[config.mk]
export PLATFORM = sky130hd
export DESIGN_NAME = feature_frame_packet_parser_unit
export DESIGN_NICKNAME = d
export VERILOG_FILES = /design/src/rtl/ffpp_pkg.sv /design/src/rtl/ffpp_parser.sv /design/src/rtl/ffpp_result_stage.sv /design/src/rtl/feature_frame_packet_parser_unit.sv
export SDC_FILE = /design/constraint.sdc
export NUM_CORES = 1
export LEC_CHECK = 0
export BUFFER_PORTS_ARGS = -buffer_cell sky130_fd_sc_hd__buf_4
export CAP_MARGIN = 10
export CORE_MARGIN = 2
export CORE_UTILIZATION = 40
export CTS_CLUSTER_SIZE = 16
export DETAILED_ROUTE_END_ITERATION = 10
export MAX_ROUTING_LAYER = met4
export SLEW_MARGIN = 20
export SYNTH_ARGS = -nofsm -noshare
export SYNTH_HDL_FRONTEND = slang
export SYNTH_SLANG_ARGS = --single-unit
[constraint.sdc]
create_clock -name clock -period 11.4 [get_ports clock]
set_clock_uncertainty 0.05 [all_clocks]
set_input_delay 2.28 -clock clock [delete_from_list [all_inputs] [get_ports clock]]
set_output_delay 2.28 -clock clock [all_outputs]
set_load 0.05 [all_outputs]
[src/rtl/ffpp_pkg.sv]
// Shared types and constants for the feature frame packet parser.
`default_nettype none

package ffpp_pkg;

   localparam int FEATURE_WORDS      = 16;
   localparam int MAX_SPECTRUM_WORDS = 256;
   localparam int MAX_WAVEFORM_WORDS = 256;

   localparam int MAX_SECTION_WORDS_A =
      (FEATURE_WORDS > MAX_SPECTRUM_WORDS) ? FEATURE_WORDS : MAX_SPECTRUM_WORDS;
   localparam int MAX_SECTION_WORDS =
      (MAX_SECTION_WORDS_A > MAX_WAVEFORM_WORDS) ? MAX_SECTION_WORDS_A : MAX_WAVEFORM_WORDS;
   // section lengths and in-section word counters
   localparam int LEN_WIDTH = $clog2(MAX_SECTION_WORDS + 1);

   localparam int HEADER_BYTES = 56;
   localparam int POS_WIDTH    = $clog2(HEADER_BYTES);

   // header offsets of the last byte of each field
   localparam logic [POS_WIDTH-1:0] POS_MAGIC     = POS_WIDTH'(3);
   localparam logic [POS_WIDTH-1:0] POS_VERSION   = POS_WIDTH'(5);
   localparam logic [POS_WIDTH-1:0] POS_FLAGS     = POS_WIDTH'(7);
   localparam logic [POS_WIDTH-1:0] POS_SEQUENCE  = POS_WIDTH'(11);
   localparam logic [POS_WIDTH-1:0] POS_TIMESTAMP = POS_WIDTH'(15);
   localparam logic [POS_WIDTH-1:0] POS_BEAT      = POS_WIDTH'(23);
   localparam logic [POS_WIDTH-1:0] POS_ONSET     = POS_WIDTH'(31);
   localparam logic [POS_WIDTH-1:0] POS_DROP      = POS_WIDTH'(39);
   localparam logic [POS_WIDTH-1:0] POS_SECTION   = POS_WIDTH'(47);
   localparam logic [POS_WIDTH-1:0] POS_COUNTS    = POS_WIDTH'(HEADER_BYTES - 1);

   localparam int CSR_INDEX_WIDTH = 1;
   localparam logic [CSR_INDEX_WIDTH-1:0] CSR_MAGIC   = 1'b0;
   localparam logic [CSR_INDEX_WIDTH-1:0] CSR_VERSION = 1'b1;

   typedef enum logic [1:0] {
      RT_FIELD  = 2'd0,
      RT_WORD   = 2'd1,
      RT_STATUS = 2'd2
   } result_kind_type;

   typedef enum logic [2:0] {
      FID_FLAGS     = 3'd0,
      FID_SEQUENCE  = 3'd1,
      FID_TIMESTAMP = 3'd2,
      FID_BEAT      = 3'd3,
      FID_ONSET     = 3'd4,
      FID_DROP      = 3'd5,
      FID_SECTION   = 3'd6
   } field_id_type;

   typedef enum logic [1:0] {
      SEC_FEATURES = 2'd0,
      SEC_SPECTRUM = 2'd1,
      SEC_WAVEFORM = 2'd2
   } section_type;

   typedef enum logic [2:0] {
      ST_OK         = 3'd0,
      ST_MAGIC      = 3'd1,
      ST_VERSION    = 3'd2,
      ST_TRUNCATED  = 3'd3,
      ST_DIMENSIONS = 3'd4,
      ST_SIZE       = 3'd5
   } status_type;

   typedef struct packed {
      result_kind_type result_type;
      field_id_type    field_id;
      section_type     section;
      logic [7:0]      word_index;
      logic [63:0]     value;
      status_type      status;
      logic            run_last;
   } rsp_item_type;

   // results caused by one accepted byte, packed from the front
   typedef struct packed {
      logic [1:0]   count;
      rsp_item_type first;
      rsp_item_type second;
   } rsp_batch_type;

endpackage

`default_nettype wire

[src/rtl/ffpp_parser.sv]
// Per-byte header/payload parser: packet state and result generation.
`default_nettype none

module ffpp_parser import ffpp_pkg::*; (
   input  logic          clock,
   input  logic          reset,
   input  logic          accept,
   input  logic [7:0]    in_byte,
   input  logic          in_last,
   input  logic [31:0]   expected_magic,
   input  logic [15:0]   expected_version,
   output rsp_batch_type batch
);

   typedef enum logic [1:0] {
      PH_HEADER  = 2'd0,
      PH_PAYLOAD = 2'd1,
      PH_DISCARD = 2'd2
   } phase_type;

   phase_type              phase_ff, phase_in;
   logic [POS_WIDTH-1:0]   pos_ff, pos_in;
   logic [1:0]             lane_ff, lane_in;
   logic [63:0]            asm_ff, asm_in;
   logic [LEN_WIDTH-1:0]   spec_len_ff, spec_len_in;
   logic [LEN_WIDTH-1:0]   wave_len_ff, wave_len_in;
   logic [LEN_WIDTH-1:0]   widx_ff, widx_in;
   section_type            sec_ff, sec_in;
   logic                   done_ff, done_in;

   logic [63:0]            shifted;
   logic [LEN_WIDTH-1:0]   widx_next;
   logic [LEN_WIDTH-1:0]   len_cur;
   logic                   word_done;
   logic                   item_valid;
   logic                   err_valid;
   status_type             err_code;
   rsp_item_type           item;
   rsp_item_type           status_item;

   assign shifted   = {in_byte, asm_ff[63:8]};
   assign widx_next = widx_ff + LEN_WIDTH'(1);
   assign word_done = (lane_ff == 2'd3);

   always_comb begin
      case (sec_ff)
         SEC_FEATURES: len_cur = LEN_WIDTH'(FEATURE_WORDS);
         SEC_SPECTRUM: len_cur = spec_len_ff;
         default:      len_cur = wave_len_ff;
      endcase
   end

   always_comb begin
      phase_in    = phase_ff;
      pos_in      = pos_ff;
      lane_in     = lane_ff;
      asm_in      = asm_ff;
      spec_len_in = spec_len_ff;
      wave_len_in = wave_len_ff;
      widx_in     = widx_ff;
      sec_in      = sec_ff;
      done_in     = done_ff;
      item        = '0;
      item_valid  = 1'b0;
      err_valid   = 1'b0;
      err_code    = ST_OK;

      if (accept) begin
         unique case (phase_ff)
            PH_HEADER: begin
               asm_in           = shifted;
               item.result_type = RT_FIELD;
               item_valid       = 1'b1;
               case (pos_ff)
                  POS_FLAGS: begin
                     item.field_id = FID_FLAGS;
                     item.value    = {48'd0, shifted[63:48]};
                  end
                  POS_SEQUENCE: begin
                     item.field_id = FID_SEQUENCE;
                     item.value    = {32'd0, shifted[63:32]};
                  end
                  POS_TIMESTAMP: begin
                     item.field_id = FID_TIMESTAMP;
                     item.value    = {32'd0, shifted[63:32]};
                  end
                  POS_BEAT: begin
                     item.field_id = FID_BEAT;
                     item.value    = shifted;
                  end
                  POS_ONSET: begin
                     item.field_id = FID_ONSET;
                     item.value    = shifted;
                  end
                  POS_DROP: begin
                     item.field_id = FID_DROP;
                     item.value    = shifted;
                  end
                  POS_SECTION: begin
                     item.field_id = FID_SECTION;
                     item.value    = shifted;
                  end
                  default: begin
                     item       = '0;
                     item_valid = 1'b0;
                  end
               endcase

               if (pos_ff == POS_MAGIC && shifted[63:32] != expected_magic) begin
                  err_valid = 1'b1;
                  err_code  = ST_MAGIC;
               end else if (pos_ff == POS_VERSION &&
                            shifted[63:48] != expected_version) begin
                  err_valid = 1'b1;
                  err_code  = ST_VERSION;
               end else if (pos_ff == POS_COUNTS) begin
                  if (shifted[15:0] != 16'(FEATURE_WORDS) ||
                      shifted[31:16] > 16'(MAX_SPECTRUM_WORDS) ||
                      shifted[47:32] > 16'(MAX_WAVEFORM_WORDS)) begin
                     err_valid = 1'b1;
                     err_code  = ST_DIMENSIONS;
                  end else begin
                     spec_len_in = shifted[16 +: LEN_WIDTH];
                     wave_len_in = shifted[32 +: LEN_WIDTH];
                     phase_in    = PH_PAYLOAD;
                     lane_in     = 2'd0;
                     sec_in      = SEC_FEATURES;
                     widx_in     = '0;
                     done_in     = 1'b0;
                     // feature section is never empty, so a payload is owed
                     if (in_last) begin
                        err_valid = 1'b1;
                        err_code  = ST_SIZE;
                     end
                  end
               end else if (in_last) begin
                  err_valid = 1'b1;
                  if (pos_ff < POS_MAGIC) begin
                     err_code = ST_MAGIC;
                  end else if (pos_ff < POS_VERSION) begin
                     err_code = ST_VERSION;
                  end else begin
                     err_code = ST_TRUNCATED;
                  end
               end else begin
                  pos_in = pos_ff + POS_WIDTH'(1);
               end
            end

            PH_PAYLOAD: begin
               if (done_ff) begin
                  err_valid = 1'b1;
                  err_code  = ST_SIZE;
               end else begin
                  asm_in  = shifted;
                  lane_in = lane_ff + 2'd1;
                  if (word_done) begin
                     item_valid       = 1'b1;
                     item.result_type = RT_WORD;
                     item.section     = sec_ff;
                     item.word_index  = widx_ff[7:0];
                     item.value       = {32'd0, shifted[63:32]};
                     if (widx_next == len_cur) begin
                        widx_in = '0;
                        case (sec_ff)
                           SEC_FEATURES: begin
                              if (spec_len_ff != '0) begin
                                 sec_in = SEC_SPECTRUM;
                              end else if (wave_len_ff != '0) begin
                                 sec_in = SEC_WAVEFORM;
                              end else begin
                                 done_in = 1'b1;
                              end
                           end
                           SEC_SPECTRUM: begin
                              if (wave_len_ff != '0) begin
                                 sec_in = SEC_WAVEFORM;
                              end else begin
                                 done_in = 1'b1;
                              end
                           end
                           default: done_in = 1'b1;
                        endcase
                     end else begin
                        widx_in = widx_next;
                     end
                  end
                  if (in_last) begin
                     err_valid = 1'b1;
                     err_code  = (word_done && done_in) ? ST_OK : ST_SIZE;
                  end
               end
            end

            default: ;  // discard until the final byte
         endcase

         // every final byte closes the packet; an error before it discards
         if (in_last) begin
            phase_in    = PH_HEADER;
            pos_in      = '0;
            lane_in     = 2'd0;
            spec_len_in = '0;
            wave_len_in = '0;
            widx_in     = '0;
            sec_in      = SEC_FEATURES;
            done_in     = 1'b0;
         end else if (err_valid) begin
            phase_in = PH_DISCARD;
         end
      end
   end

   always_comb begin
      status_item             = '0;
      status_item.result_type = RT_STATUS;
      status_item.status      = err_code;
      status_item.run_last    = 1'b1;
   end

   always_comb begin
      batch.count  = {1'b0, item_valid} + {1'b0, err_valid};
      batch.first  = status_item;
      batch.second = status_item;
      if (item_valid) begin
         batch.first          = item;
         batch.first.run_last = !err_valid;
      end
   end

   always_ff @(posedge clock) begin
      if (reset) begin
         phase_ff    <= PH_HEADER;
         pos_ff      <= '0;
         lane_ff     <= 2'd0;
         spec_len_ff <= '0;
         wave_len_ff <= '0;
         widx_ff     <= '0;
         sec_ff      <= SEC_FEATURES;
         done_ff     <= 1'b0;
      end else begin
         phase_ff    <= phase_in;
         pos_ff      <= pos_in;
         lane_ff     <= lane_in;
         spec_len_ff <= spec_len_in;
         wave_len_ff <= wave_len_in;
         widx_ff     <= widx_in;
         sec_ff      <= sec_in;
         done_ff     <= done_in;
      end
   end

   always_ff @(posedge clock) begin
      asm_ff <= asm_in;
   end

endmodule

`default_nettype wire

[src/rtl/ffpp_result_stage.sv]
// Result register with one skid slot for the second result of a byte.
`default_nettype none

module ffpp_result_stage import ffpp_pkg::*; (
   input  logic          clock,
   input  logic          reset,
   input  rsp_batch_type batch,
   input  logic          rsp_stall,
   output logic          req_stall,
   output logic          rsp_valid,
   output rsp_item_type  rsp_item
);

   logic         out_valid_ff, out_valid_in;
   rsp_item_type out_ff, out_in;
   logic         hold_valid_ff, hold_valid_in;
   rsp_item_type hold_ff, hold_in;
   logic         pop;

   assign pop       = out_valid_ff && !rsp_stall;
   // a new byte needs the output register free this cycle and an empty skid slot
   assign req_stall = hold_valid_ff || (out_valid_ff && rsp_stall);
   assign rsp_valid = out_valid_ff;
   assign rsp_item  = out_ff;

   always_comb begin
      out_valid_in  = out_valid_ff;
      out_in        = out_ff;
      hold_valid_in = hold_valid_ff;
      hold_in       = hold_ff;
      if (pop) begin
         out_valid_in = 1'b0;
      end
      if (hold_valid_ff) begin
         if (!out_valid_ff || pop) begin
            out_in        = hold_ff;
            out_valid_in  = 1'b1;
            hold_valid_in = 1'b0;
         end
      end else if (batch.count != 2'd0) begin
         out_in       = batch.first;
         out_valid_in = 1'b1;
         if (batch.count == 2'd2) begin
            hold_in       = batch.second;
            hold_valid_in = 1'b1;
         end
      end
   end

   always_ff @(posedge clock) begin
      if (reset) begin
         out_valid_ff  <= 1'b0;
         hold_valid_ff <= 1'b0;
      end else begin
         out_valid_ff  <= out_valid_in;
         hold_valid_ff <= hold_valid_in;
      end
   end

   always_ff @(posedge clock) begin
      out_ff  <= out_in;
      hold_ff <= hold_in;
   end

   a_hold_implies_out: assert property (@(posedge clock) disable iff (reset)
      hold_valid_ff |-> out_valid_ff)
      else $error("skid slot full while output register empty");

   a_hold_is_status: assert property (@(posedge clock) disable iff (reset)
      hold_valid_ff |-> (hold_ff.result_type == RT_STATUS && hold_ff.run_last))
      else $error("second result of a byte is not a closing status");

   a_pair_first_not_last: assert property (@(posedge clock) disable iff (reset)
      (!hold_valid_ff ##1 hold_valid_ff) |-> !out_ff.run_last)
      else $error("first result of a pair marked as last");

endmodule

`default_nettype wire

[src/rtl/feature_frame_packet_parser_unit.sv]
// Top level of the feature frame packet parser: config registers and channels.
//
//   channel  direction  handshake             payload
//   req      in         req_valid/req_stall   req_in_byte, req_in_last
//   rsp      out        rsp_valid/rsp_stall   rsp_result_type .. rsp_run_last
//   csr      in         csr_valid/csr_ready   csr_index, csr_data
//
// One byte per cycle while req_stall is low; a byte's first result is registered and shows in the next cycle.
// A byte with two results (an item plus the packet status) holds req while the second waits in the skid slot.
// Reset clears packet state, the output stage and both config registers.
// rsp_stall backs up into req_stall in the same cycle through the output register.
`default_nettype none

module feature_frame_packet_parser_unit import ffpp_pkg::*; (
   input  logic                       clock,
   input  logic                       reset,

   input  logic                       req_valid,
   output logic                       req_stall,
   input  logic [7:0]                 req_in_byte,
   input  logic                       req_in_last,

   output logic                       rsp_valid,
   input  logic                       rsp_stall,
   output logic [1:0]                 rsp_result_type,
   output logic [2:0]                 rsp_field_id,
   output logic [1:0]                 rsp_section,
   output logic [7:0]                 rsp_word_index,
   output logic [63:0]                rsp_value,
   output logic [2:0]                 rsp_status,
   output logic                       rsp_run_last,

   input  logic                       csr_valid,
   output logic                       csr_ready,
   input  logic [CSR_INDEX_WIDTH-1:0] csr_index,
   input  logic [31:0]                csr_data
);

   logic [31:0]   magic_ff, magic_in;
   logic [15:0]   version_ff, version_in;
   logic          req_accept;
   rsp_batch_type batch;
   rsp_item_type  rsp_item;

   assign csr_ready  = 1'b1;
   assign req_accept = req_valid && !req_stall;

   always_comb begin
      magic_in   = magic_ff;
      version_in = version_ff;
      if (csr_valid && csr_ready) begin
         unique case (csr_index)
            CSR_MAGIC:   magic_in   = csr_data;
            CSR_VERSION: version_in = csr_data[15:0];
            default: ;
         endcase
      end
   end

   always_ff @(posedge clock) begin
      if (reset) begin
         magic_ff   <= '0;
         version_ff <= '0;
      end else begin
         magic_ff   <= magic_in;
         version_ff <= version_in;
      end
   end

   ffpp_parser u_parser (
      .clock            (clock),
      .reset            (reset),
      .accept           (req_accept),
      .in_byte          (req_in_byte),
      .in_last          (req_in_last),
      .expected_magic   (magic_ff),
      .expected_version (version_ff),
      .batch            (batch)
   );

   ffpp_result_stage u_result_stage (
      .clock     (clock),
      .reset     (reset),
      .batch     (batch),
      .rsp_stall (rsp_stall),
      .req_stall (req_stall),
      .rsp_valid (rsp_valid),
      .rsp_item  (rsp_item)
   );

   assign rsp_result_type = rsp_item.result_type;
   assign rsp_field_id    = rsp_item.field_id;
   assign rsp_section     = rsp_item.section;
   assign rsp_word_index  = rsp_item.word_index;
   assign rsp_value       = rsp_item.value;
   assign rsp_status      = rsp_item.status;
   assign rsp_run_last    = rsp_item.run_last;

endmodule

`default_nettype wire

Yosys cells after proc, flatten, opt, wreduce, memory -nomap -nowiden
Cells that the tools add are included.
Widths: inputs -> output; s select.
Storage, ports and cells
  register bits: 240
Operators by class
  add/sub/neg operators: 4
  $lt $le $gt $ge: 4
  equality and inequality tests: 35
  muxes and demuxes: 115
  bitwise gates (word level): 2
  reductions and logical operators: 41
Operator list (number)
  $mux 83: 5
  $pmux 64 s3: 1
  $mux 9: 20
  $mux 74: 2
  $pmux 74 s2: 1
  $pmux 64 s2: 1
  $mux 64: 1
  $mux 2: 21
  $mux 3: 12
  $pmux 9 s2: 2
  $mux 1: 35
  $gt 16x9->1 const B: 2
  $ne 32x32->1: 1
  $mux 6: 5
  $ne 3x3->1 const B: 7
  $eq 6x6->1 const B: 3
  $pmux 3 s6: 1
  $reduce_and 6->1: 3
  $reduce_bool 9->1: 2
  $ne 16x16->1: 1
  $ne 16x5->1 const B: 1
  $eq 6x3->1 const B: 2
  $eq 6x4->1 const B: 2
  $eq 6x5->1 const B: 2
  32 further kinds: 68

Logic depth before layout (Yosys ltp)
Gate-level depths: netlist of the first run.
  depth after elaboration: 18
  depth in mapped cells: 10

Hierarchy
From an unflattened synthesis of the first run, not the netlist that was laid out.
Second synthesis, totals
  cell total of the unflattened synthesis: 1162
  area total of the unflattened synthesis: 14684.1 sq um
By module, submodules not included
  ffpp_parser: times used 1, cells each 697, area each 6422.4 sq um, sequential area each 2482.4 sq um
  ffpp_result_stage: times used 1, cells each 269, area each 6203.4 sq um, sequential area each 5024.8 sq um
  feature_frame_packet_parser_unit: times used 1, cells each 196, area each 2058.2 sq um, sequential area each 960.9 sq um

Worst setup path before layout of the first run
Ideal clock, no wire load.
  kind: input port to flip-flop
  start point: input port req_in_byte[2]
  end point: register u_result_stage.out_ff, in the netlist u_result_stage.rsp_item[0], enable pin
  library setup time: 0.564 ns
  arrival time: 8.049 ns
  data required time: 10.786 ns
  path slack: 2.738 ns
  cell stages on the path: 8
  cells stage by stage: xnor2_1 -> nand4_1 -> nor4_1 -> a2111oi_1 -> nor2_1 -> a31o_2 -> a21boi_0 -> a2bb2oi_1
Between the ends
  cells in the longest elaborated chain, start to end: 11
Ends and longest elaborated chain
  from (decl): RTL line feature_frame_packet_parser_unit.sv:20  | input logic [7:0] req_in_byte,
  $ne 16x16->1: RTL line ffpp_parser.sv:113  | shifted[63:48] != expected_version) begin
  $logic_and 1x1->1: RTL line ffpp_parser.sv:112  | end else if (pos_ff == POS_VERSION &&
  $mux 1: RTL line ffpp_parser.sv:112
  $mux 1 *: RTL line ffpp_parser.sv:109  | if (pos_ff == POS_MAGIC && shifted[63:32] != expected_magic) begin
  $pmux 1 s2 *: RTL line ffpp_parser.sv:69  | unique case (phase_ff)
  $mux 1 * (2 in a row): RTL line ffpp_parser.sv:68  | if (accept) begin
  $add 1x1->2 *: RTL line ffpp_parser.sv:222  | batch.count = {1'b0, item_valid} + {1'b0, err_valid};
  $reduce_bool 2->1 *: RTL line ffpp_result_stage.sv:40  | end else if (batch.count != 2'd0) begin
  $reduce_bool 2->1 (no line) *
  $reduce_and 2->1 (no line) *
  to (signal assigned): RTL line ffpp_result_stage.sv:61  | out_ff <= out_in;
  to (decl): RTL line ffpp_result_stage.sv:15  | rsp_item_type out_ff, out_in;
Every way passes the cells marked *; elsewhere a longest branch is shown, timed or not. The select of a mux whose other input is x is not followed.
A chain may end at the register's enable or synchronous reset.

Final worst setup path of the first run
  start point: input port req_in_byte[2]
  end point: register u_result_stage.out_ff, in the netlist u_result_stage.rsp_item[48], enable pin
Same word-level chain as after synthesis.

==> impl_metrics.env, run 1 <==
export IMPL_run_status="complete, no violations"
export IMPL_row_count=58
export IMPL_timing_critical_path_required_ps=11490
export IMPL_largest_net_degree_at_the_start_of_global_routing=84
export IMPL_placed_area_um2=11500
export IMPL_maxCapViolations=0
export IMPL_finalCriticalPeriod_ps=6060
export IMPL_dr_pass1_iters=8
export IMPL_asyncSetResetFlopFracSynth_pct=0
export IMPL_critical_path_reg2reg_endpoint="u_result_stage.rsp_item[48]"
export IMPL_overflow=0
export IMPL_clk_path_buf_depth=3
export IMPL_grt_pass1_vias=7446
export IMPL_netlist_instances=986
export IMPL_cts_htree_levels=1
export IMPL_pwr_density_cell_nw_per_um2=162
export IMPL_detail_route_vias_per_cell=5.56
export IMPL_pre_cts_slack_ps=4930
export IMPL_grt_antenna_before_repair=0
export IMPL_routed_wl_um=28800
export IMPL_min_delay_path_class="register to register"
export IMPL_final_layout_size_suffix_gt1_share_pct=17.7
export IMPL_type_of_element_launching_the_critical_path="input port"
export IMPL_drc=0
export IMPL_path_class="input port to register"
export IMPL_ys_flop_type="edfxtp_1"
export IMPL_first_pass_grt_wire_length_um=43300
export IMPL_launching_point_of_the_worst_reg2reg_path="u_parser.asm_ff[45]"
export IMPL_initial_core_util_pct=40.7
export IMPL_core_region_area_um2=25100
export IMPL_cts_tree="built"
export IMPL_global_route_usage_total_pct=21.8
export IMPL_syn_mean_instance_area_um2=10.4
export IMPL_postCtsHoldBufs=0
export IMPL_synth_common_cells="nand2_1 (153), edfxtp_1 (142), a21oi_1 (102)"
export IMPL_dieWidth_um=164
export IMPL_clkTransAtPathRegs_ps=60
export IMPL_report_final_slew_viol_count=0
export IMPL_worst_skew_pair_late_latency_ps=520
export IMPL_leakagePower_nw=4.37
export IMPL_place_gp_congestion=0.927
export IMPL_yosysSeqAreaShare_pct=59.4
export IMPL_hold_worst_slack_ps=417
export IMPL_hpwl_um=20200
export IMPL_io_pins=133
export IMPL_synth_ff_latch_count=232
export IMPL_min_to="version_ff[11]"
export IMPL_final_period_utilization_pct=53.2
export IMPL_timing_max_slew_rel_slack_pct=27.2
export IMPL_rr_worst_depth=9
export IMPL_routedWlPerCell_um=20.0
export IMPL_min_delay_path_depth=2
export IMPL_synth_top_area_share_pct=41.7
export IMPL_finalSetupTns_ps=0
export IMPL_netlist_cell_type_count=74
export IMPL_cts_sinks=232
export IMPL_synth_top_cell_by_area="edfxtp_1"
export IMPL_antenna_violating_nets_post_route=0
export IMPL_insertedDiodeCount=0
export IMPL_cts_root_buffer_cell="clkbuf_16"
export IMPL_layout_area_overhead_vs_synth_pct=20.8
export IMPL_setup_repair_after_global_routing_missed_its_margin="false"
export IMPL_worst_slew_pin_transition_ps=1090
export IMPL_ctsResizeCount=0
export IMPL_layout_cell_area_non_filler_um2=12300
export IMPL_finish_net_count=1144
export IMPL_max_freq_mhz=165
export IMPL_cts_buffers=25
export IMPL_fp_dieH_um=164
export IMPL_critical_path_peak_fanout=59
export IMPL_route_vias_total=8002
export IMPL_syn_cell_area_um2=10200
export IMPL_die_area_um2=26800
export IMPL_finalHoldViolCount=0
export IMPL_yosysWarningCount=0
export IMPL_port_buffers=131
export IMPL_peakVddDrop_v=0.0000963
export IMPL_number_of_synthesized_flops_with_an_enable_pin=142
export IMPL_min_delay_start="version_ff[11]"
export IMPL_reg2reg_slack_ps=6510
export IMPL_synth_net_count=1038
export IMPL_synth_area_leaders="edfxtp_1 (42%), dfxtp_1 (18%), nand2_1 (5.6%), a21oi_1 (5.0%), xnor2_1 (4.4%)"
export IMPL_cp_end_kind="register"
export IMPL_post_cts_repair_setup_buffers=0
export IMPL_setup_viol=0
export IMPL_iter_0_drt_violations=734
export IMPL_worst_endpoint_arrival_ps=6150
export IMPL_final_core_util_pct=49.2
export IMPL_yosysMostFrequentCell="nand2_1"
export IMPL_postLayoutSetupSlackWorst_ps=5340
==> stage by stage <==
step                power, W  std cells
CTS                  0.00201       1439
global placement     0.00115       1395
global route         0.00206       1439
finish               0.00199       1439
detailed placement   0.00115       1395
floorplan            0.00108        986
==> cell families after synthesis <==
kind of cell | count (synthesis) | share of synthesized area, %
AOI/OAI and AO/OA | 199 | 12.2
xor gates and xnor gates | 54 | 4.78
adders and majority gates | 5 | 0.612
buffers and inverters | 74 | 2.92
DFF | 232 | 59.4
muxes | 2 | 0.208
other | 1 | 0.0367
and+or+nand+nor | 419 | 19.8
==> layer usage <==
metal | global-route usage [%] | up-vias | routed length (um)
li1 | - | 3772 | -
met3 | 2.75 | 57 | 2030
met4 | 7.38 | 0 | 1000
met1 | 29.6 | 3834 | 12200
met2 | 34.1 | 339 | 13600
met5 | - | - | 0
==> registers in the layout (all words and copies together) (netlist names) <==
register / count
u_result_stage.rsp_item: 83
u_parser.asm_ff: 56
magic_ff: 32
version_ff: 16
u_parser.spec_len_ff: 9
u_parser.wave_len_ff: 9
u_parser.widx_ff: 9
u_parser.pos_ff: 6
u_result_stage.hold_ff: 3
u_parser.lane_ff: 2
u_parser.phase_ff: 2
u_parser.sec_ff: 2
u_parser.done_ff: 1
u_result_stage.hold_valid_ff: 1
u_result_stage.rsp_valid: 1
==> cells in the final DEF, fill, tap and decap left out, types with 6 or more instances in the layout <==
cell type / count
clkbuf_16: 25
a22o_1: 8
nand3_1: 31
buf_4: 140
o21ai_0: 10
a21oi_1: 102
nor2_1: 88
a22oi_1: 32
nor4_1: 20
dfxtp_1: 90
nor3_1: 16
edfxtp_1: 142
or3_1: 6
nand2_1: 153
inv_1: 13
and2_1: 8
and3_1: 45
nand4_1: 16
xnor2_1: 51
==> area by class of cell <==
| cell class | instances | area [um2] |
|---|---|---|
| Timing Repair Buffer | 140 | 1050 |
| Sequential cell | 232 | 6070 |
| Clock inverter | 10 | 170 |
| Clock buffer | 34 | 699 |
| Inverter | 13 | 48.8 |
| Fill cell | 2394 | 12800 |
| Tap cell | 330 | 413 |
| Multi-Input combinational cell | 680 | 3890 |
==> critical path, cell delays in order <==
cell	delay (ps)
buf_4	150
xnor2_1	130
nand4_1	90
nor4_1	70
a2111oi_1	980
nor2_1	260
a31o_2	330
a21boi_0	430
a2bb2oi_4	650
buf_4	720
==> worst max path at each step <==
stage	startpoint	slack, ps	end	depth (start not counted)
2_1_floorplan	req_in_byte[2]	2740	u_result_stage.rsp_item[0]	8
3_3_place_gp	req_in_byte[2]	4940	u_result_stage.rsp_item[64]	10
3_5_place_dp	req_in_byte[2]	4930	u_result_stage.rsp_item[51]	10
4_1_cts	req_in_byte[2]	5430	u_result_stage.rsp_item[62]	10
5_1_grt	req_in_byte[2]	5230	u_result_stage.rsp_item[29]	10
6_report	req_in_byte[2]	5340	u_result_stage.rsp_item[48]	10
==> report_power, final <==
| group | total (W) | internal (W) | switching (W) |
|---|---|---|---|
| Clock | 0.000861 | 0.000538 | 0.000323 |
| Combinational | 0.000159 | 0.0000529 | 0.000106 |
| Sequential | 0.000974 | 0.000932 | 0.0000416 |
| Total | 0.00199 | 0.00152 | 0.000471 |
Power figures use the tool's default switching activity.
==> run 2, diff against run 1 <==
ABC_AREA = 1   (was not set)
clock period = 6 ns   (was 11.4 ns; I/O delays follow)
==> impl_metrics.env, run 2 <==
export IMPL_final_core_util_pct=48.7
export IMPL_share_seq_of_total_power_pct=47.9
export IMPL_yosysSeqAreaShare_pct=58.2
export IMPL_finalSetupTns_ps=0
export IMPL_row_count=59
export IMPL_hpwl_um=19900
export IMPL_most_common_library_cell_in_the_layout_ignoring_fill_and_taps="nor2_1"
export IMPL_cts_buffers=24
export IMPL_ctsResizeCount=0
export IMPL_run_status="complete, no violations"
export IMPL_critical_path_reg2reg_endpoint="u_result_stage.rsp_item[24]"
export IMPL_timing_critical_path_required_ps=6140
export IMPL_layout_area_overhead_vs_synth_pct=20.8
export IMPL_netlist_cell_type_count=42
export IMPL_synth_top_area_share_pct=40.9
export IMPL_min_to="u_parser.lane_ff[1]"
export IMPL_setup_viol=0
export IMPL_synth_compound_gate_area_share_pct=10.1
export IMPL_number_of_synthesized_flops_with_an_enable_pin=142
export IMPL_asyncSetResetFlopFracSynth_pct=0
export IMPL_port_buffers=131
export IMPL_layout_cell_area_non_filler_um2=12600
export IMPL_cell_internal_pwr_w=0.00296
export IMPL_routed_wl_um=28500
export IMPL_critical_path_peak_fanout=60
export IMPL_iter_0_drt_violations=743
export IMPL_global_route_usage_total_pct=21.5
export IMPL_largest_net_degree_at_the_start_of_global_routing=61
export IMPL_detail_route_vias_per_cell=5.09
export IMPL_placed_area_um2=11700
export IMPL_max_freq_mhz=256
export IMPL_critical_path_max_stage_delay_ps=690
export IMPL_cts_tree="built"
export IMPL_worst_slew_pin_transition_ps=1030
export IMPL_antenna_violating_nets_post_route=0
export IMPL_p_sw_share_pct=24.6
export IMPL_routedWlPerCell_um=17.7
export IMPL_setup_repair_after_global_routing_missed_its_margin="false"
export IMPL_crit_family="simple AND/OR/NAND/NOR gates"
export IMPL_cts_sinks=232
export IMPL_final_layout_size_suffix_gt1_share_pct=16.8
export IMPL_synth_area_leaders="edfxtp_1 (41%), dfxtp_1 (17%), nor2_1 (7.2%), nand2_1 (7.2%), a21oi_1 (4.1%)"
export IMPL_final_period_utilization_pct=65.2
export IMPL_syn_cell_area_um2=10400
export IMPL_type_of_element_launching_the_critical_path="register"
export IMPL_dieWidth_um=165
export IMPL_path_class="register to register"
export IMPL_drc=0
export IMPL_synth_top_family_by_area="simple AND/OR/NAND/NOR gates"
export IMPL_mux_cell_area_share_after_synthesis_pct=0
export IMPL_clkTransAtPathRegs_ps=60
export IMPL_maxCapViolations=0
export IMPL_synth_net_count=1185
export IMPL_fp_dieH_um=165
export IMPL_finish_net_count=1302
export IMPL_cts_root_buffer_cell="clkbuf_16"
export IMPL_place_gp_congestion=0.894
export IMPL_path_cells="ha_1 -> nand2_2 -> nor2_4 -> nand3_2 -> nand2_4 -> inv_2 -> nand3_2 -> nand2_2 -> a21oi_4 -> nor2_1 -> a21boi_4 -> buf_12"
export IMPL_ys_flop_type="edfxtp_1"
export IMPL_postCtsHoldBufs=0
export IMPL_yosysMostFrequentCell="nor2_1"
export IMPL_largest_register_ffs=83
export IMPL_cp_end_kind="register"
export IMPL_cts_htree_levels=1
export IMPL_worst_endpoint_arrival_ps=4050
export IMPL_post_cts_repair_setup_buffers=0
export IMPL_n_fill_cell=2455
export IMPL_min_delay_start="u_parser.lane_ff[1]"
export IMPL_leakagePower_nw=4.78
export IMPL_initial_core_util_pct=40.3
export IMPL_min_delay_path_class="register to register"
export IMPL_dr_pass1_iters=7
export IMPL_post_synth_fa_ha_maj_area_fraction_pct=0.601
export IMPL_netlist_instances=1133
export IMPL_startpoint="u_parser.pos_ff[0]"
export IMPL_report_power_total_w=0.00393
export IMPL_share_clk_of_total_power_pct=42.4
export IMPL_grt_pass1_vias=7690
export IMPL_grt_antenna_before_repair=0
export IMPL_pwr_density_cell_nw_per_um2=312
export IMPL_finalCriticalPeriod_ps=3910
export IMPL_synth_simple_gate_area_share_pct=20.6
export IMPL_overflow=0
export IMPL_peakVddDrop_v=0.000183
export IMPL_worst_skew_pair_late_latency_ps=520
export IMPL_timing_max_slew_rel_slack_pct=31.2
export IMPL_core_region_area_um2=25800
export IMPL_finalHoldViolCount=0
export IMPL_clk_path_buf_depth=3
export IMPL_report_final_slew_viol_count=0
export IMPL_power_switching_w=0.000966
export IMPL_first_pass_grt_wire_length_um=43500
export IMPL_reg2reg_slack_ps=2090
export IMPL_syn_mean_instance_area_um2=9.19
export IMPL_io_pins=133
export IMPL_cp_buffers_inverters=2
export IMPL_critPathSlowestCell="a21boi_4"
export IMPL_insertedDiodeCount=0
export IMPL_pwr_share_comb_pct=9.8
export IMPL_route_vias_total=8160
export IMPL_synth_top_cell_by_area="edfxtp_1"
export IMPL_yosysWarningCount=0
export IMPL_min_delay_path_depth=2
export IMPL_synth_ff_latch_count=232
export IMPL_hold_worst_slack_ps=400
export IMPL_commonest_non_fill_non_tap_cells_in_the_layout="nor2_1 (200), nand2_1 (199), edfxtp_1 (142)"
export IMPL_launching_point_of_the_worst_reg2reg_path="u_parser.pos_ff[0]"
export IMPL_synth_common_cells="nor2_1 (200), nand2_1 (199), edfxtp_1 (142)"
export IMPL_die_area_um2=27300
export IMPL_rr_worst_depth=12
export IMPL_synth_xor_area_share_pct=4.63
-- run 2: cells by family after synthesis --
family / after synthesis
simple gates: 501
other cells: 1
fa+ha+maj: 5
flops: 232
buf+inv: 149
xor+xnor: 55
compound gates: 190
-- run 2: power by group through the flow --
stage          Clock, W  Sequential, W  Combinational (W)
6_report        0.00167        0.00188           0.000384
5_1_grt         0.00176        0.00189           0.000425
4_1_cts         0.00169        0.00188           0.000386
3_5_place_dp          0        0.00191           0.000385
3_3_place_gp          0        0.00191           0.000381
2_1_floorplan         0        0.00196           0.000194
-- run 2: metrics by stage --
| stage | cells | setup slack (ps) |
|---|---|---|
| after floorplan | 1133 | 1130 |
| after global placement | 1559 | 2110 |
| after detailed placement | 1559 | 2040 |
| after CTS | 1603 | 2060 |
| after global routing | 1603 | 1800 |
| final | 1603 | 2090 |
-- run 2: worst min-delay path, cell delays in order, from the launching register on --
cell	delay, ps
dfxtp_1	310
inv_1	50
a21oi_1	50
-- run 2: cell type report --
type	instances	area, um2	share of cell area [%]
Inverter	104	390	3.10
Tap cell	335	419	3.33
Timing Repair Buffer	136	1030	8.21
Sequential cell	232	6070	48.2
Clock buffer	35	757	6.02
Clock inverter	9	145	1.15
Multi-Input combinational cell	752	3770	30.0
-- run 2: worst max path at each step --
stage	end	slack, ps	cells past startpoint
after CTS	u_result_stage.rsp_item[67]	2060	12
final	u_result_stage.rsp_item[24]	2090	12
after global routing	u_result_stage.rsp_item[67]	1800	12
after detailed placement	u_result_stage.rsp_item[51]	2040	13
after global placement	u_result_stage.rsp_item[48]	2110	15
after floorplan	u_result_stage.rsp_item[0]	1130	13
-- run 2: metal layers --
layer | vias to the layer above | track usage [%] | part of all wire (%)
li1 | 3991 | - | -
met1 | 3842 | 29.5 | 45
met2 | 284 | 33.4 | 45
met3 | 43 | 3.05 | 7.0
met4 | 0 | 6.15 | 2.6
met5 | - | - | 0
==> run 3, diff against run 2 <==
clock period = 3.63 ns   (was 6 ns; I/O delays follow)
==> impl_metrics.env, run 3 (synthesis gave the netlist of run 2 again) <==
export IMPL_first_pass_grt_wire_length_um=44200
export IMPL_final_layout_size_suffix_gt1_share_pct=17.6
export IMPL_layout_cell_area_non_filler_um2=12600
export IMPL_core_region_area_um2=25800
export IMPL_finalCriticalPeriod_ps=2880
export IMPL_cp_end_kind="register"
export IMPL_worst_endpoint_arrival_ps=3010
export IMPL_clk_path_buf_depth=3
export IMPL_layout_area_overhead_vs_synth_pct=20.8
export IMPL_peakVddDrop_v=0.000288
export IMPL_setup_viol=0
export IMPL_largest_net_degree_at_the_start_of_global_routing=60
export IMPL_leakagePower_nw=4.80
export IMPL_worst_skew_pair_late_latency_ps=520
export IMPL_grt_pass1_vias=7786
export IMPL_setup_repair_after_global_routing_missed_its_margin="false"
export IMPL_io_pins=133
export IMPL_finish_net_count=1314
export IMPL_maxCapViolations=0
export IMPL_run_status="complete, no violations"
export IMPL_max_freq_mhz=348
export IMPL_critPathSlowestCell="dfxtp_1"
export IMPL_layoutNonFillerInstCount=1617
export IMPL_routed_wl_um=28500
export IMPL_path_cells="ha_1 -> nand2_2 -> nor2_4 -> inv_1 -> nor2_2 -> inv_2 -> nand3_2 -> nand2_2 -> a21oi_4 -> nor2_1 -> a21boi_4 -> buf_4"
export IMPL_dieWidth_um=165
export IMPL_worst_slew_pin_transition_ps=822
export IMPL_cts_root_buffer_cell="clkbuf_16"
export IMPL_cp_buffers_inverters=3
export IMPL_largest_register_ffs=83
export IMPL_insertedDiodeCount=0
export IMPL_detail_route_vias_per_cell=5.03
export IMPL_port_buffers=131
export IMPL_timing_critical_path_required_ps=3760
export IMPL_place_gp_congestion=0.882
export IMPL_cts_buffers=26
export IMPL_n_fill_cell=2523
export IMPL_report_final_slew_viol_count=0
export IMPL_path_class="register to register"
export IMPL_cts_tree="built"
export IMPL_grt_antenna_before_repair=0
export IMPL_pwr_density_cell_nw_per_um2=496
export IMPL_ctsResizeCount=0
export IMPL_routedWlPerCell_um=17.6
export IMPL_critical_path_max_stage_delay_ps=400
export IMPL_route_vias_total=8140
export IMPL_postCtsHoldBufs=0
export IMPL_die_area_um2=27300
export IMPL_finalHoldViolCount=0
export IMPL_iter_0_drt_violations=843
export IMPL_overflow=0
export IMPL_timing_max_slew_rel_slack_pct=45.1
export IMPL_fp_dieH_um=165
export IMPL_antenna_violating_nets_post_route=0
export IMPL_final_period_utilization_pct=79.2
export IMPL_row_count=59
export IMPL_cpMostUsedCell="nand2_2"
export IMPL_drc=0
export IMPL_clkTransAtPathRegs_ps=60
export IMPL_commonest_non_fill_non_tap_cells_in_the_layout="nor2_1 (200), nand2_1 (199), buf_4 (144)"
export IMPL_most_common_library_cell_in_the_layout_ignoring_fill_and_taps="nor2_1"
export IMPL_finalSetupTns_ps=0
export IMPL_crit_family="simple AND/OR/NAND/NOR gates"
export IMPL_hpwl_um=19900
export IMPL_cts_sinks=232
export IMPL_placed_cell_count=1569
export IMPL_min_delay_path_class="input port to register"
export IMPL_type_of_element_launching_the_critical_path="register"
export IMPL_post_cts_repair_setup_buffers=0
export IMPL_critical_path_peak_fanout=24
export IMPL_initial_core_util_pct=40.3
export IMPL_cts_htree_levels=1
export IMPL_dr_pass1_iters=5
export IMPL_placed_area_um2=11800
export IMPL_global_route_usage_total_pct=21.8
## run 3: cell count changes in the layout (fill, tap and decap cells not counted), sizes merged
cell    delta
inv        +1
buf       +10
clkinv     +3
clkbuf     +4
bufinv     -4
## run 3: power breakdown
part,internal [W],switching [W]
combinational,0.000211,0.000439
clock,0.00144,0.00103
sequential,0.00297,0.000145
## run 3: final timing paths
kind | slack [ps] | startpoint | to | cells past startpoint
hold reg to reg | 410 | u_parser.lane_ff[1] | u_parser.lane_ff[1] | 2
setup / recovery | 750 | u_parser.pos_ff[0] | u_result_stage.rsp_item[77] | 12
setup reg to reg | 750 | u_parser.pos_ff[0] | u_result_stage.rsp_item[77] | 12
hold / removal | 370 | csr_data[18] | magic_ff[18] | 3
## run 3: routing by layer
layer	vias up	part of all wire [%]	wire length, um	track usage [%]
met3	36	7.8	2230	3.57
met2	314	45	12800	33.0
met4	0	2.3	652	5.72
met1	3766	45	12800	30.6
li1	4024	-	-	-
met5	-	0	0	-
## run 3: final cells by class
class | count | area [um2] | area share (%)
clock inverters | 9 | 47.5 | 0.378
well taps | 335 | 419 | 3.33
clock buffers | 39 | 761 | 6.05
flip-flops and latches | 232 | 6070 | 48.2
inverters | 104 | 390 | 3.10
repair buffers | 146 | 1120 | 8.92
multi-input cells | 752 | 3770 | 30.0
## run 3: worst register-to-register path, delay by kind of cell (launching register included)
family	cells	cell delay, ps
compound gates	2	410
fa+ha+maj	1	280
flops	1	400
buf+inv	3	590
simple gates	6	780
## run 3: stage by stage
step / power, W / setup WS (ps) / hold slack [ps] / utilization (%)
6_report: 0.00624 / 753 / 371 / 48.7
2_1_floorplan: 0.00355 / 160 / 377 / -
4_1_cts: 0.00629 / 770 / 358 / 48.7
5_1_grt: 0.00647 / 484 / 366 / 48.7
3_3_place_gp: 0.00381 / 718 / 392 / 45.5
3_5_place_dp: 0.00381 / 704 / 404 / 45.5
